**config.mk**
```make
export PLATFORM = sky130hd
export DESIGN_NAME = pid_position_delta_controller_top
export DESIGN_NICKNAME = d
export VERILOG_FILES = /design/src/rtl/pidpd_pkg.sv /design/src/rtl/pid_position_delta_controller_top.sv /design/src/rtl/pidpd_cfg.sv /design/src/rtl/pidpd_core.sv
export VERILOG_INCLUDE_DIRS = /design/src /design/src/rtl
export SDC_FILE = /design/constraint.sdc
export NUM_CORES = 2
export LEC_CHECK = 0
export ABC_AREA = 1
export BUFFER_PORTS_ARGS = -buffer_cell sky130_fd_sc_hd__buf_2
export CAP_MARGIN = 0
export CORE_MARGIN = 2
export CORE_UTILIZATION = 55
export DETAILED_ROUTE_END_ITERATION = 12
export GPL_TIMING_DRIVEN = 0
export PLACE_DENSITY = 0.77
export SYNTH_ARGS = -nofsm -noshare
export SYNTH_HDL_FRONTEND = slang
export SYNTH_HIERARCHICAL = 1
export SYNTH_SLANG_ARGS = --single-unit
```
**constraint.sdc**
```tcl
create_clock -name aclk -period 21 [get_ports aclk]
set_input_delay 0 -clock aclk [delete_from_list [all_inputs] [get_ports aclk]]
set_output_delay 0 -clock aclk [all_outputs]
set_load 0.05 [all_outputs]
```
**src/rtl/pid_position_delta_controller_top_defines.svh**
```systemverilog
// Assertion macros for the controller top level
`ifndef PID_POSITION_DELTA_CONTROLLER_TOP_DEFINES_SVH
`define PID_POSITION_DELTA_CONTROLLER_TOP_DEFINES_SVH

// Check a condition at every clock edge outside reset
`define PIDPD_ASSERT_ALWAYS(label, cond, msg) \
    label: assert property (@(posedge aclk) disable iff (!aresetn) (cond)) else $error(msg);

// Check an implication within the same clock edge
`define PIDPD_ASSERT_IMPL(label, ante, cons, msg) \
    label: assert property (@(posedge aclk) disable iff (!aresetn) (ante) |-> (cons)) \
        else $error(msg);

// Check an implication at the next clock edge
`define PIDPD_ASSERT_NEXT(label, ante, cons, msg) \
    label: assert property (@(posedge aclk) disable iff (!aresetn) (ante) |=> (cons)) \
        else $error(msg);

`endif

```
**src/rtl/pidpd_pkg.sv**
```systemverilog
package pidpd_pkg;

    localparam int DEFAULT_SAMPLE_WIDTH = 16;
    localparam int DEFAULT_FRAC_BITS    = 8;

    localparam int CFG_INDEX_W = 4;
    localparam int CFG_DATA_W  = 16;
    localparam int GAIN_W      = 16;
    localparam int LIMIT_W     = 15;
    localparam int GATE_W      = 16;
    localparam int DRIVE_W     = 16;

    localparam logic [LIMIT_W-1:0] OUTPUT_LIMIT_RST   = 15'h7FFF;
    localparam logic [LIMIT_W-1:0] INTEGRAL_CLAMP_RST = 15'h7FFF;

    typedef enum logic [CFG_INDEX_W-1:0] {
        REG_LOOP_MODE       = 4'd0,
        REG_OUTPUT_LIMIT    = 4'd1,
        REG_INTEGRAL_CLAMP  = 4'd2,
        REG_GAIN_PROP       = 4'd3,
        REG_GAIN_INTEG      = 4'd4,
        REG_GAIN_DERIV      = 4'd5,
        REG_ERROR_GATE      = 4'd6,
        REG_DEAD_ZONE       = 4'd7
    } reg_index_t;

    typedef enum logic {
        MODE_POSITION = 1'b0,
        MODE_DELTA    = 1'b1
    } loop_mode_t;

    typedef enum logic {
        CMD_RUN   = 1'b0,
        CMD_CLEAR = 1'b1
    } command_t;

    typedef struct packed {
        loop_mode_t                 loop_mode;
        logic [LIMIT_W-1:0]         output_limit;
        logic [LIMIT_W-1:0]         integral_clamp;
        logic signed [GAIN_W-1:0]   gain_prop;
        logic signed [GAIN_W-1:0]   gain_integ;
        logic signed [GAIN_W-1:0]   gain_deriv;
        logic [GATE_W-1:0]          error_gate;
        logic [LIMIT_W-1:0]         dead_zone;
    } cfg_t;

    typedef struct packed {
        logic signed [DRIVE_W-1:0]  drive;
        logic                       gated;
        logic                       in_deadband;
    } result_t;

endpackage

```
**src/rtl/pid_position_delta_controller_top.sv**
```systemverilog
// PID controller with positional and incremental forms. Each input transaction
// yields exactly one result transaction. A transaction is held in an input
// register, the error, the three gain products, the integral and output clamps
// and the deadband are formed combinationally from it and the stored history,
// and the result lands in an output register when that register is empty or
// its result is taken: m_valid rises at the edge that moves the transaction
// across, and a new transaction is taken every cycle while m_ready is high.
// The cycle is set by the three signed gain multipliers followed by the
// integral clamp, the output sum and the output clamp. Configuration writes
// take effect at the next clock edge and must only be made while no
// transaction is in flight.
`include "pid_position_delta_controller_top_defines.svh"

module pid_position_delta_controller_top #(
    parameter int SAMPLE_WIDTH = pidpd_pkg::DEFAULT_SAMPLE_WIDTH,
    parameter int FRAC_BITS    = pidpd_pkg::DEFAULT_FRAC_BITS
) (
    input  logic                                    aclk,
    input  logic                                    aresetn,
    input  logic                                    cfg_wr_en,
    input  logic [pidpd_pkg::CFG_INDEX_W-1:0]       cfg_index,
    input  logic [pidpd_pkg::CFG_DATA_W-1:0]        cfg_wdata,
    input  logic                                    s_valid,
    output logic                                    s_ready,
    input  logic                                    s_command,
    input  logic signed [SAMPLE_WIDTH-1:0]          s_measured,
    input  logic signed [SAMPLE_WIDTH-1:0]          s_target,
    output logic                                    m_valid,
    input  logic                                    m_ready,
    output logic signed [pidpd_pkg::DRIVE_W-1:0]    m_drive,
    output logic                                    m_gated,
    output logic                                    m_in_deadband
);

    pidpd_pkg::cfg_t                cfg;
    pidpd_pkg::result_t             step_result;
    pidpd_pkg::result_t             out_result_reg;

    logic                           in_valid_reg;
    pidpd_pkg::command_t            in_command_reg;
    logic signed [SAMPLE_WIDTH-1:0] in_measured_reg;
    logic signed [SAMPLE_WIDTH-1:0] in_target_reg;
    logic                           out_valid_reg;
    logic                           advance;

    pidpd_cfg u_cfg (
        .aclk      (aclk),
        .aresetn   (aresetn),
        .cfg_wr_en (cfg_wr_en),
        .cfg_index (cfg_index),
        .cfg_wdata (cfg_wdata),
        .cfg       (cfg)
    );

    assign advance = in_valid_reg && (!out_valid_reg || m_ready);
    assign s_ready = !in_valid_reg || advance;

    always_ff @(posedge aclk) begin
        if (!aresetn) begin
            in_valid_reg <= 1'b0;
        end else if (s_ready) begin
            in_valid_reg <= s_valid;
        end
    end

    always_ff @(posedge aclk) begin
        if (s_ready && s_valid) begin
            in_command_reg  <= pidpd_pkg::command_t'(s_command);
            in_measured_reg <= s_measured;
            in_target_reg   <= s_target;
        end
    end

    pidpd_core #(
        .SAMPLE_WIDTH (SAMPLE_WIDTH),
        .FRAC_BITS    (FRAC_BITS)
    ) u_core (
        .aclk     (aclk),
        .aresetn  (aresetn),
        .cfg      (cfg),
        .step_en  (advance),
        .command  (in_command_reg),
        .measured (in_measured_reg),
        .target   (in_target_reg),
        .result   (step_result)
    );

    always_ff @(posedge aclk) begin
        if (!aresetn) begin
            out_valid_reg <= 1'b0;
        end else if (advance) begin
            out_valid_reg <= 1'b1;
        end else if (m_ready) begin
            out_valid_reg <= 1'b0;
        end
    end

    always_ff @(posedge aclk) begin
        if (advance) begin
            out_result_reg <= step_result;
        end
    end

    assign m_valid       = out_valid_reg;
    assign m_drive       = out_result_reg.drive;
    assign m_gated       = out_result_reg.gated;
    assign m_in_deadband = out_result_reg.in_deadband;

    `PIDPD_ASSERT_ALWAYS(a_flags_exclusive, !(m_valid && m_gated && m_in_deadband), "gate and deadband flags both set")
    `PIDPD_ASSERT_IMPL(a_flag_zero_drive, m_valid && (m_gated || m_in_deadband), m_drive == '0, "flagged result with nonzero drive")
    `PIDPD_ASSERT_NEXT(a_advance_fills_out, advance, out_valid_reg, "advanced transaction lost")

endmodule

```
**src/rtl/pidpd_cfg.sv**
```systemverilog
module pidpd_cfg (
    input  logic                                aclk,
    input  logic                                aresetn,
    input  logic                                cfg_wr_en,
    input  logic [pidpd_pkg::CFG_INDEX_W-1:0]   cfg_index,
    input  logic [pidpd_pkg::CFG_DATA_W-1:0]    cfg_wdata,
    output pidpd_pkg::cfg_t                     cfg
);

    pidpd_pkg::cfg_t cfg_reg;

    always_ff @(posedge aclk) begin
        if (!aresetn) begin
            cfg_reg.loop_mode       <= pidpd_pkg::MODE_POSITION;
            cfg_reg.output_limit    <= pidpd_pkg::OUTPUT_LIMIT_RST;
            cfg_reg.integral_clamp  <= pidpd_pkg::INTEGRAL_CLAMP_RST;
            cfg_reg.gain_prop       <= '0;
            cfg_reg.gain_integ      <= '0;
            cfg_reg.gain_deriv      <= '0;
            cfg_reg.error_gate      <= '0;
            cfg_reg.dead_zone       <= '0;
        end else if (cfg_wr_en) begin
            case (pidpd_pkg::reg_index_t'(cfg_index))
                pidpd_pkg::REG_LOOP_MODE: begin
                    cfg_reg.loop_mode <= pidpd_pkg::loop_mode_t'(cfg_wdata[0]);
                end
                pidpd_pkg::REG_OUTPUT_LIMIT: begin
                    cfg_reg.output_limit <= cfg_wdata[pidpd_pkg::LIMIT_W-1:0];
                end
                pidpd_pkg::REG_INTEGRAL_CLAMP: begin
                    cfg_reg.integral_clamp <= cfg_wdata[pidpd_pkg::LIMIT_W-1:0];
                end
                pidpd_pkg::REG_GAIN_PROP: begin
                    cfg_reg.gain_prop <= $signed(cfg_wdata[pidpd_pkg::GAIN_W-1:0]);
                end
                pidpd_pkg::REG_GAIN_INTEG: begin
                    cfg_reg.gain_integ <= $signed(cfg_wdata[pidpd_pkg::GAIN_W-1:0]);
                end
                pidpd_pkg::REG_GAIN_DERIV: begin
                    cfg_reg.gain_deriv <= $signed(cfg_wdata[pidpd_pkg::GAIN_W-1:0]);
                end
                pidpd_pkg::REG_ERROR_GATE: begin
                    cfg_reg.error_gate <= cfg_wdata[pidpd_pkg::GATE_W-1:0];
                end
                pidpd_pkg::REG_DEAD_ZONE: begin
                    cfg_reg.dead_zone <= cfg_wdata[pidpd_pkg::LIMIT_W-1:0];
                end
                default: begin
                end
            endcase
        end
    end

    assign cfg = cfg_reg;

endmodule

```
**src/rtl/pidpd_core.sv**
```systemverilog
module pidpd_core #(
    parameter int SAMPLE_WIDTH = pidpd_pkg::DEFAULT_SAMPLE_WIDTH,
    parameter int FRAC_BITS    = pidpd_pkg::DEFAULT_FRAC_BITS
) (
    input  logic                            aclk,
    input  logic                            aresetn,
    input  pidpd_pkg::cfg_t                 cfg,
    input  logic                            step_en,
    input  pidpd_pkg::command_t             command,
    input  logic signed [SAMPLE_WIDTH-1:0]  measured,
    input  logic signed [SAMPLE_WIDTH-1:0]  target,
    output pidpd_pkg::result_t              result
);

    localparam int ERR_W  = SAMPLE_WIDTH + 1;
    localparam int DIF_W  = SAMPLE_WIDTH + 3;
    localparam int PROD_W = DIF_W + pidpd_pkg::GAIN_W;
    localparam int ACC_W  = pidpd_pkg::LIMIT_W + FRAC_BITS + 1;
    localparam int SUM_W  = ((PROD_W > ACC_W) ? PROD_W : ACC_W) + 2;
    localparam int CMP_W  = (ERR_W > pidpd_pkg::GATE_W) ? ERR_W : pidpd_pkg::GATE_W;

    logic signed [ERR_W-1:0]    err_prev_reg;
    logic signed [ERR_W-1:0]    err_prev2_reg;
    logic signed [ACC_W-1:0]    integ_acc_reg;
    logic signed [ACC_W-1:0]    out_acc_reg;

    logic signed [ERR_W-1:0]    err;
    logic [ERR_W-1:0]           err_mag;
    logic                       gate_hit;
    logic                       delta_mode;

    logic signed [DIF_W-1:0]    err_d;
    logic signed [DIF_W-1:0]    prev_d;
    logic signed [DIF_W-1:0]    prev2_d;
    logic signed [DIF_W-1:0]    diff1;
    logic signed [DIF_W-1:0]    diff2;
    logic signed [DIF_W-1:0]    op_a;
    logic signed [DIF_W-1:0]    op_c;

    logic signed [PROD_W-1:0]   prod_a;
    logic signed [PROD_W-1:0]   prod_b;
    logic signed [PROD_W-1:0]   prod_c;

    logic signed [SUM_W-1:0]    ilim;
    logic signed [SUM_W-1:0]    olim;
    logic signed [SUM_W-1:0]    integ_sum;
    logic signed [SUM_W-1:0]    integ_clamped;
    logic signed [SUM_W-1:0]    out_base;
    logic signed [SUM_W-1:0]    out_sum;
    logic signed [SUM_W-1:0]    out_clamped;

    logic signed [ACC_W-1:0]    integ_next;
    logic signed [ACC_W-1:0]    out_next;
    logic [ACC_W-1:0]           out_mag;
    logic [ACC_W-1:0]           db_lim;
    logic                       db_hit;
    logic signed [ACC_W-1:0]    bias;
    logic signed [ACC_W-1:0]    rounded;

    assign delta_mode = (cfg.loop_mode == pidpd_pkg::MODE_DELTA);

    assign err      = ERR_W'(target) - ERR_W'(measured);
    assign err_mag  = err[ERR_W-1] ? ERR_W'(-err) : ERR_W'(err);
    assign gate_hit = (cfg.error_gate != '0) &&
                      (CMP_W'(err_mag) > CMP_W'(cfg.error_gate));

    assign err_d   = DIF_W'(err);
    assign prev_d  = DIF_W'(err_prev_reg);
    assign prev2_d = DIF_W'(err_prev2_reg);
    assign diff1   = err_d - prev_d;
    assign diff2   = err_d - (prev_d <<< 1) + prev2_d;
    assign op_a    = delta_mode ? diff1 : err_d;
    assign op_c    = delta_mode ? diff2 : diff1;

    assign prod_a = $signed(cfg.gain_prop) * op_a;
    assign prod_b = $signed(cfg.gain_integ) * err_d;
    assign prod_c = $signed(cfg.gain_deriv) * op_c;

    assign ilim = $signed(SUM_W'(cfg.integral_clamp) << FRAC_BITS);
    assign olim = $signed(SUM_W'(cfg.output_limit) << FRAC_BITS);

    assign integ_sum = SUM_W'(integ_acc_reg) + SUM_W'(prod_b);

    always_comb begin
        if (integ_sum > ilim) begin
            integ_clamped = ilim;
        end else if (integ_sum < -ilim) begin
            integ_clamped = -ilim;
        end else begin
            integ_clamped = integ_sum;
        end
    end

    assign integ_next = ACC_W'(integ_clamped);
    assign out_base   = delta_mode ? (SUM_W'(out_acc_reg) + SUM_W'(prod_b)) : integ_clamped;
    assign out_sum    = SUM_W'(prod_a) + SUM_W'(prod_c) + out_base;

    always_comb begin
        if (out_sum > olim) begin
            out_clamped = olim;
        end else if (out_sum < -olim) begin
            out_clamped = -olim;
        end else begin
            out_clamped = out_sum;
        end
    end

    assign out_next = ACC_W'(out_clamped);

    always_ff @(posedge aclk) begin
        if (!aresetn) begin
            err_prev_reg  <= '0;
            err_prev2_reg <= '0;
            integ_acc_reg <= '0;
            out_acc_reg   <= '0;
        end else if (step_en) begin
            if (command == pidpd_pkg::CMD_CLEAR) begin
                err_prev_reg  <= '0;
                err_prev2_reg <= '0;
                integ_acc_reg <= '0;
                out_acc_reg   <= '0;
            end else if (!gate_hit) begin
                err_prev2_reg <= err_prev_reg;
                err_prev_reg  <= err;
                if (!delta_mode) begin
                    integ_acc_reg <= integ_next;
                end
                out_acc_reg <= out_next;
            end
        end
    end

    assign out_mag = out_next[ACC_W-1] ? ACC_W'(-out_next) : ACC_W'(out_next);
    assign db_lim  = ACC_W'(cfg.dead_zone) << FRAC_BITS;
    assign db_hit  = (cfg.dead_zone != '0) && (out_mag < db_lim);
    assign bias    = out_next[ACC_W-1] ? ACC_W'((1 << FRAC_BITS) - 1) : '0;
    assign rounded = out_next + bias;

    always_comb begin
        result = '0;
        if (command == pidpd_pkg::CMD_CLEAR) begin
            result = '0;
        end else if (gate_hit) begin
            result.gated = 1'b1;
        end else if (db_hit) begin
            result.in_deadband = 1'b1;
        end else begin
            result.drive = rounded[ACC_W-1:FRAC_BITS];
        end
    end

endmodule

```
Word-level counts from Yosys, hierarchy flattened
Cells that the tools add are included.
{ "classes": {"shifts": 0, "n_reduce_logical": 24, "muxes": 23, "bitwise": 0, "n_eq_ne": 9, "n_div": 0, "n_lt_le_gt_ge": 6, "n_mul": 3, "n_addsub": 13} }
{ "op_table": {"columns": ["op", "count"], "rows": [
  ["$mux W24", 8],
  ["$mux W37", 3],
  ["$mux W17", 5],
  ["$gt A37 B24 Y1", 2],
  ["$lt A37 B37 Y1", 2],
  ["$neg A23 Y37", 2],
  ["$mul A16 B19 Y35", 2],
  ["$add A24 B33 Y34", 2],
  ["$mux W19", 2],
  ["$add A36 B37 Y37", 1],
  ["$add A35 B35 Y36", 1],
  ["$mul A16 B17 Y33", 1],
  ["$add A24 B24 Y24", 1],
  ["$lt A24 B23 Y1", 1],
  ["$neg A24 Y24", 1],
  ["$add A19 B17 Y19", 1],
  ["$sub A17 B18 Y19", 1],
  ["$reduce_and A2 Y1", 9],
  ["$sub A17 B17 Y18", 1],
  ["$gt A17 B16 Y1", 1],
  ["$neg A17 Y17", 1],
  ["$sub A16 B16 Y17", 1],
  ["$eq A4 B3 Y1 const B", 4],
  ["$reduce_bool A16 Y1", 1],
  ["14 further kinds", 24]
]} }
{ "word_totals": {"wordCells": 98, "rom_bits": 0, "mem_bits_rw": 0, "out_inout_bits": 20, "mem_count": 0, "in_bits": 58, "latchBits": 0, "reg_bits": 245} }

Logic depth before layout (Yosys ltp)
{ "logic_depth": {"depth_word": 16, "depth_mapped": 140} }

Modules after synthesis
The synthesis kept the hierarchy.
{ "by_module_without_submodules": {"columns": ["module", "n_inst", "cells_each", "area_each_um2"], "rows": [
  ["pidpd_core", 1, 6532, 49762.7],
  ["pidpd_cfg", 1, 608, 4235.3],
  ["pid_position_delta_controller_top", 1, 64, 1626.6]
]} }

Least setup slack after synthesis
Ideal clock, no wire load.
{ "synth_timing": {"path_type": "register to register", "from": "register in_target_reg[0]", "to": "register out_result_reg (netlist bit m_drive[11]), data pin", "path_stages_with_launch": 128, "setup_ns": 0.259, "period_less_slack_ns": 21.320, "slack_ns": -0.320, "arrival_ns": 21.060, "required_ns": 20.741, "cell_sequence": "edfxtp_1 -> inv_1 -> ha_1 -> inv_1 -> fa_1 -> nand3_1 -> nand2_1 -> nand2_1 -> nand2_1 -> a21oi_1 -> or2_1 -> nand2_1 -> a21oi_1 -> or2_1 -> nand2_1 -> a21oi_1 -> inv_1 -> nand2_1 -> [92 not listed] -> buf_4 -> nand2_1 -> o21ai_1 -> nand2_2 -> inv_2 -> clkbuf_1 -> o21ai_0 -> xnor2_1 -> ha_1 -> a21oi_1 -> nor2_1 -> a211oi_1 -> nor2_1 -> nor2_2 -> nand2_2 -> nand2_4 -> buf_12 -> nor2_4"} }
{ "synth_via": {"elab_chain_cells": 16, "elab_cells_between_ends": 33} }
{ "synth_rtl": {"columns": ["item", "line", "rtl"], "rows": [
  ["start, declared", "pid_position_delta_controller_top.sv:42", "logic signed [SAMPLE_WIDTH-1:0] in_target_reg;"],
  ["start signal, assigned", "pid_position_delta_controller_top.sv:70", "in_target_reg <= s_target;"],
  ["$sub A16 B16 Y17 (*)", "pidpd_core.sv:62", "assign err = ERR_W'(target) - ERR_W'(measured);"],
  ["parallel branches: the longest is 15 deep, another holds $add A36 B37 Y37", null, null],
  ["end signal, assigned", "pid_position_delta_controller_top.sv:100", "out_result_reg <= step_result;"],
  ["end, declared", "pid_position_delta_controller_top.sv:37", "pidpd_pkg::result_t out_result_reg;"]
]} }
Mark *: on every way between the ends.
A chain may end at the register's enable or synchronous reset.

Worst setup path in the final report
{ "layout_timing": {"from": "register in_measured_reg[2]", "to": "register out_result_reg (netlist bit m_drive[13]), data pin"} }
{ "layout_via": {"elab_chain_cells": 16, "elab_cells_between_ends": 33} }
{ "layout_rtl": {"columns": ["item", "line", "rtl"], "rows": [
  ["start, declared", "pid_position_delta_controller_top.sv:41", "logic signed [SAMPLE_WIDTH-1:0] in_measured_reg;"],
  ["start signal, assigned", "pid_position_delta_controller_top.sv:69", "in_measured_reg <= s_measured;"],
  ["$sub A16 B16 Y17 (*)", "pidpd_core.sv:62", null],
  ["parallel branches: the longest is 15 deep, another holds $add A36 B37 Y37", null, null]
]} }
Marked as above.

==> out/qor.yml <==
status:
  status: "finished with violations"
  violations: "negative setup slack"
floorplanning:
  fp-row-count: 116
  die_h_um: 322
  die_w_um: 322
  die_area_um2: 104000
  initial_core_util_pct: 55.5
  core_area_um2: 100000
  ios: 78
synth:
  synth.top_cell.area_share_pct: 36.9
  syn_area_um2: 55600
  synth_warnings: 6
  ys_async_sr_fraction_pct: 0
  ys_seq_area_share_pct: 9.74
  ys_types: 69
  synth_area_per_cell_um2: 7.72
  synth_nets: 8757
  netlist_top_cells_count: "inv_1 (1681), nand2_1 (1642), fa_1 (1024), nor2_1 (701), ha_1 (471)"
  synth_ff_type: "dfxtp_1"
  synth_area_leaders: "fa_1 (37%), inv_1 (11%), nand2_1 (11%)"
  synth_seq_cells: 245
  synth.most_common_cell: "inv_1"
  synth_enable_flop_cells: 51
  syn_inst: 7204
  yosysTopAreaCell: "fa_1"
setup_path:
  cp.arrival_ns: 22.38
  critical-path-slowest-cell: "fa_1"
  cp-end-kind: "flip-flop"
  critPathMaxFanout: 10
  required_ns: 21.34
  worst_r2r_path_depth: 129
  worstSetupPathType: "reg -> reg"
  cp_num_buf_inv: 29
  crit_path_max_incr_delay_ns: 0.56
  cp_common_cell: "nand2_1"
  critical_path.top_delay_family: "adder cells"
  startpoint_type: "flip-flop"
  crit_cells: 129
clock_network:
  cts.sinks: 245
  clk_pin_slew_ns: 0.07
  clk_latency_ns: 0.59
  cts_tree: "yes"
  cts_max_level: 1
  cts-root-buf: "clkbuf_16"
  cts_made_buffers: 26
  cts_max_path_buffers: 3
detailed_routing:
  drt_iter0_drc: 4012
  drt_wl_total_mm: 193
  ant_nets: 0
  num_vias: 49000
  drtPass1Iterations: 6
  via_per_inst: 5.52
  routedWlPerCell_um: 21.7
  drc_errors: 0
grt:
  antenna_found_initial: 1
  grt_pass1_wl_mm: 293
  grt.overflow.total: 0
  grt_pass1_vias: 50400
  grt_max_degree: 34
  grt_usage_pct: 37.6
cells_and_area:
  drive_gt1_share_pct: 12.7
  fillers: 8513
  largest_register_ffs: 110
  area_growth_pct: 14.8
  final_net_count: 9106
  final_cells: 8872
hold_path:
  hold_depth: 2
  hp-class: "in -> reg"
timing:
  fmax_mhz: 45.4
  timing.final.crit_share_pct: 105
  min_period_ns: 22.04
  fin_worst_skew_ns: 0.0118
  hold_viol: 0
  worst_pin_slew_ns: 1.42
  hold_slack_ns: 0.114
  drv_slew: 0
  postLayoutSetupSlackWorst_ns: -1.04
  rsz0062_at_grt: "yes"
  max_slew_margin_pct: 4.54
  setup_viol: 17
power_and_ir_drop:
  p_leak_nw: 31.2
  p_per_area_nw_per_um2: 146
  finalPower_w: 0.00935
  vdd_drop_max_mv: 0.211
place:
  post-place-cells: 8583
  gp_congestion: 1.07
  hpwl_mm: 158
  place.port_buffers: 77
flow_run:
  cap_violations: 0
-- report_power, final --
| part | switching [W] | total (W) | internal [W] |
|---|---|---|---|
| Sequential | 0.0000268 | 0.000563 | 0.000536 |
| Combinational | 0.00521 | 0.00832 | 0.00311 |
| Clock | 0.000216 | 0.000466 | 0.000250 |
| Total | 0.00545 | 0.00935 | 0.00389 |
-- worst reg2reg max path, delay by kind of cell, from the launching register on --
family | cells | cell delay, ns
adders and majority gates | 21 | 8.79
and+or+nand+nor | 54 | 5.68
AOI/OAI and AO/OA | 23 | 3.68
buffers and inverters | 29 | 3.05
DFF | 1 | 0.40
xor gates and xnor gates | 2 | 0.26
-- cell families after synthesis --
| logic type | count (synthesis) | synth area share [%] |
|---|---|---|
| and+or+nand+nor | 2671 | 19.6 |
| buffers and inverters | 1936 | 13.3 |
| adders and majority gates | 1495 | 47.4 |
| AOI/OAI and AO/OA | 646 | 6.59 |
| DFF | 245 | 9.74 |
| xor gates and xnor gates | 211 | 3.32 |
-- cell usage in the layout, fill, tap and decap left out, types with 67 or more instances in the layout --
master and instances:
inv_2 71, clkbuf_1 124, a21oi_1 275, nand2_1 1566, fa_1 998, ha_1 410, nor2_1 661, nand3_1 113
dfxtp_1 194, dlygate4sd3_1 67, nand2_2 75, xor2_1 114, o21ai_0 89, inv_1 1624, buf_2 89, buf_4 178
-- final cells by class --
class	instances	area [um2]	area share, %
Multi-Input combinational cell	5024	45700	71.5
Inverter	1724	6550	10.2
Sequential cell	245	5420	8.48
Timing Repair Buffer	327	2640	4.13
Tap cell	1298	1620	2.54
Buffer	204	1100	1.72
Clock buffer	35	734	1.15
Clock inverter	12	114	0.178
Timing Repair inverter	1	8.76	0.0137
Antenna cell	2	5.00	0.00784
-- repair_timing --
| item | CTS | global route |
|---|---|---|
| cloned | 3 | 1 |
| endpoints found under the hold margin | 122 | 0 |
| gates resized for setup | 542 | 215 |
| pin swaps | 213 | 180 |
| buffers inserted | 112 | 66 |
| endpoints found under the setup margin | 41 | 41 |
| hold buffers | 67 | 0 |
-- per-stage QoR --
step,worst slack (ns),cell area [um2],utilization [%],TNS (ns)
after floorplan,0.0350,55600,-,0
after global placement,-4.76,57600,57.6,-135.20
after detailed placement,-5.10,57700,57.6,-149.54
after CTS,-0.832,62600,62.5,-13.19
after global routing,-1.95,63900,63.8,-33.59
final,-1.04,63900,63.8,-16.65
-- final timing paths --
check / to / from / slack [ns]
worst min-delay path: in_measured_reg[8]$_DFFE_PP_ / s_measured[8] / 0.11
worst max-delay path: m_drive[13]$_DFFE_PP_ / in_measured_reg[2]$_DFFE_PP_ / -1.04
worst max register to register: m_drive[13]$_DFFE_PP_ / in_measured_reg[2]$_DFFE_PP_ / -1.04
worst min register to register: u_cfg/cfg[93]$_SDFFE_PN1P_ / u_cfg/cfg[93]$_SDFFE_PN1P_ / 0.47
-- metal layers --
layer	up-vias	global-route usage, %	wire length (um)
met1	23900	46.2	71400
met5	-	0	0
met2	2393	59.8	87100
li1	22100	-	-
met3	633	7.41	17600
met4	0	26.0	16600
No activity file was read; power rests on OpenSTA's default activity.
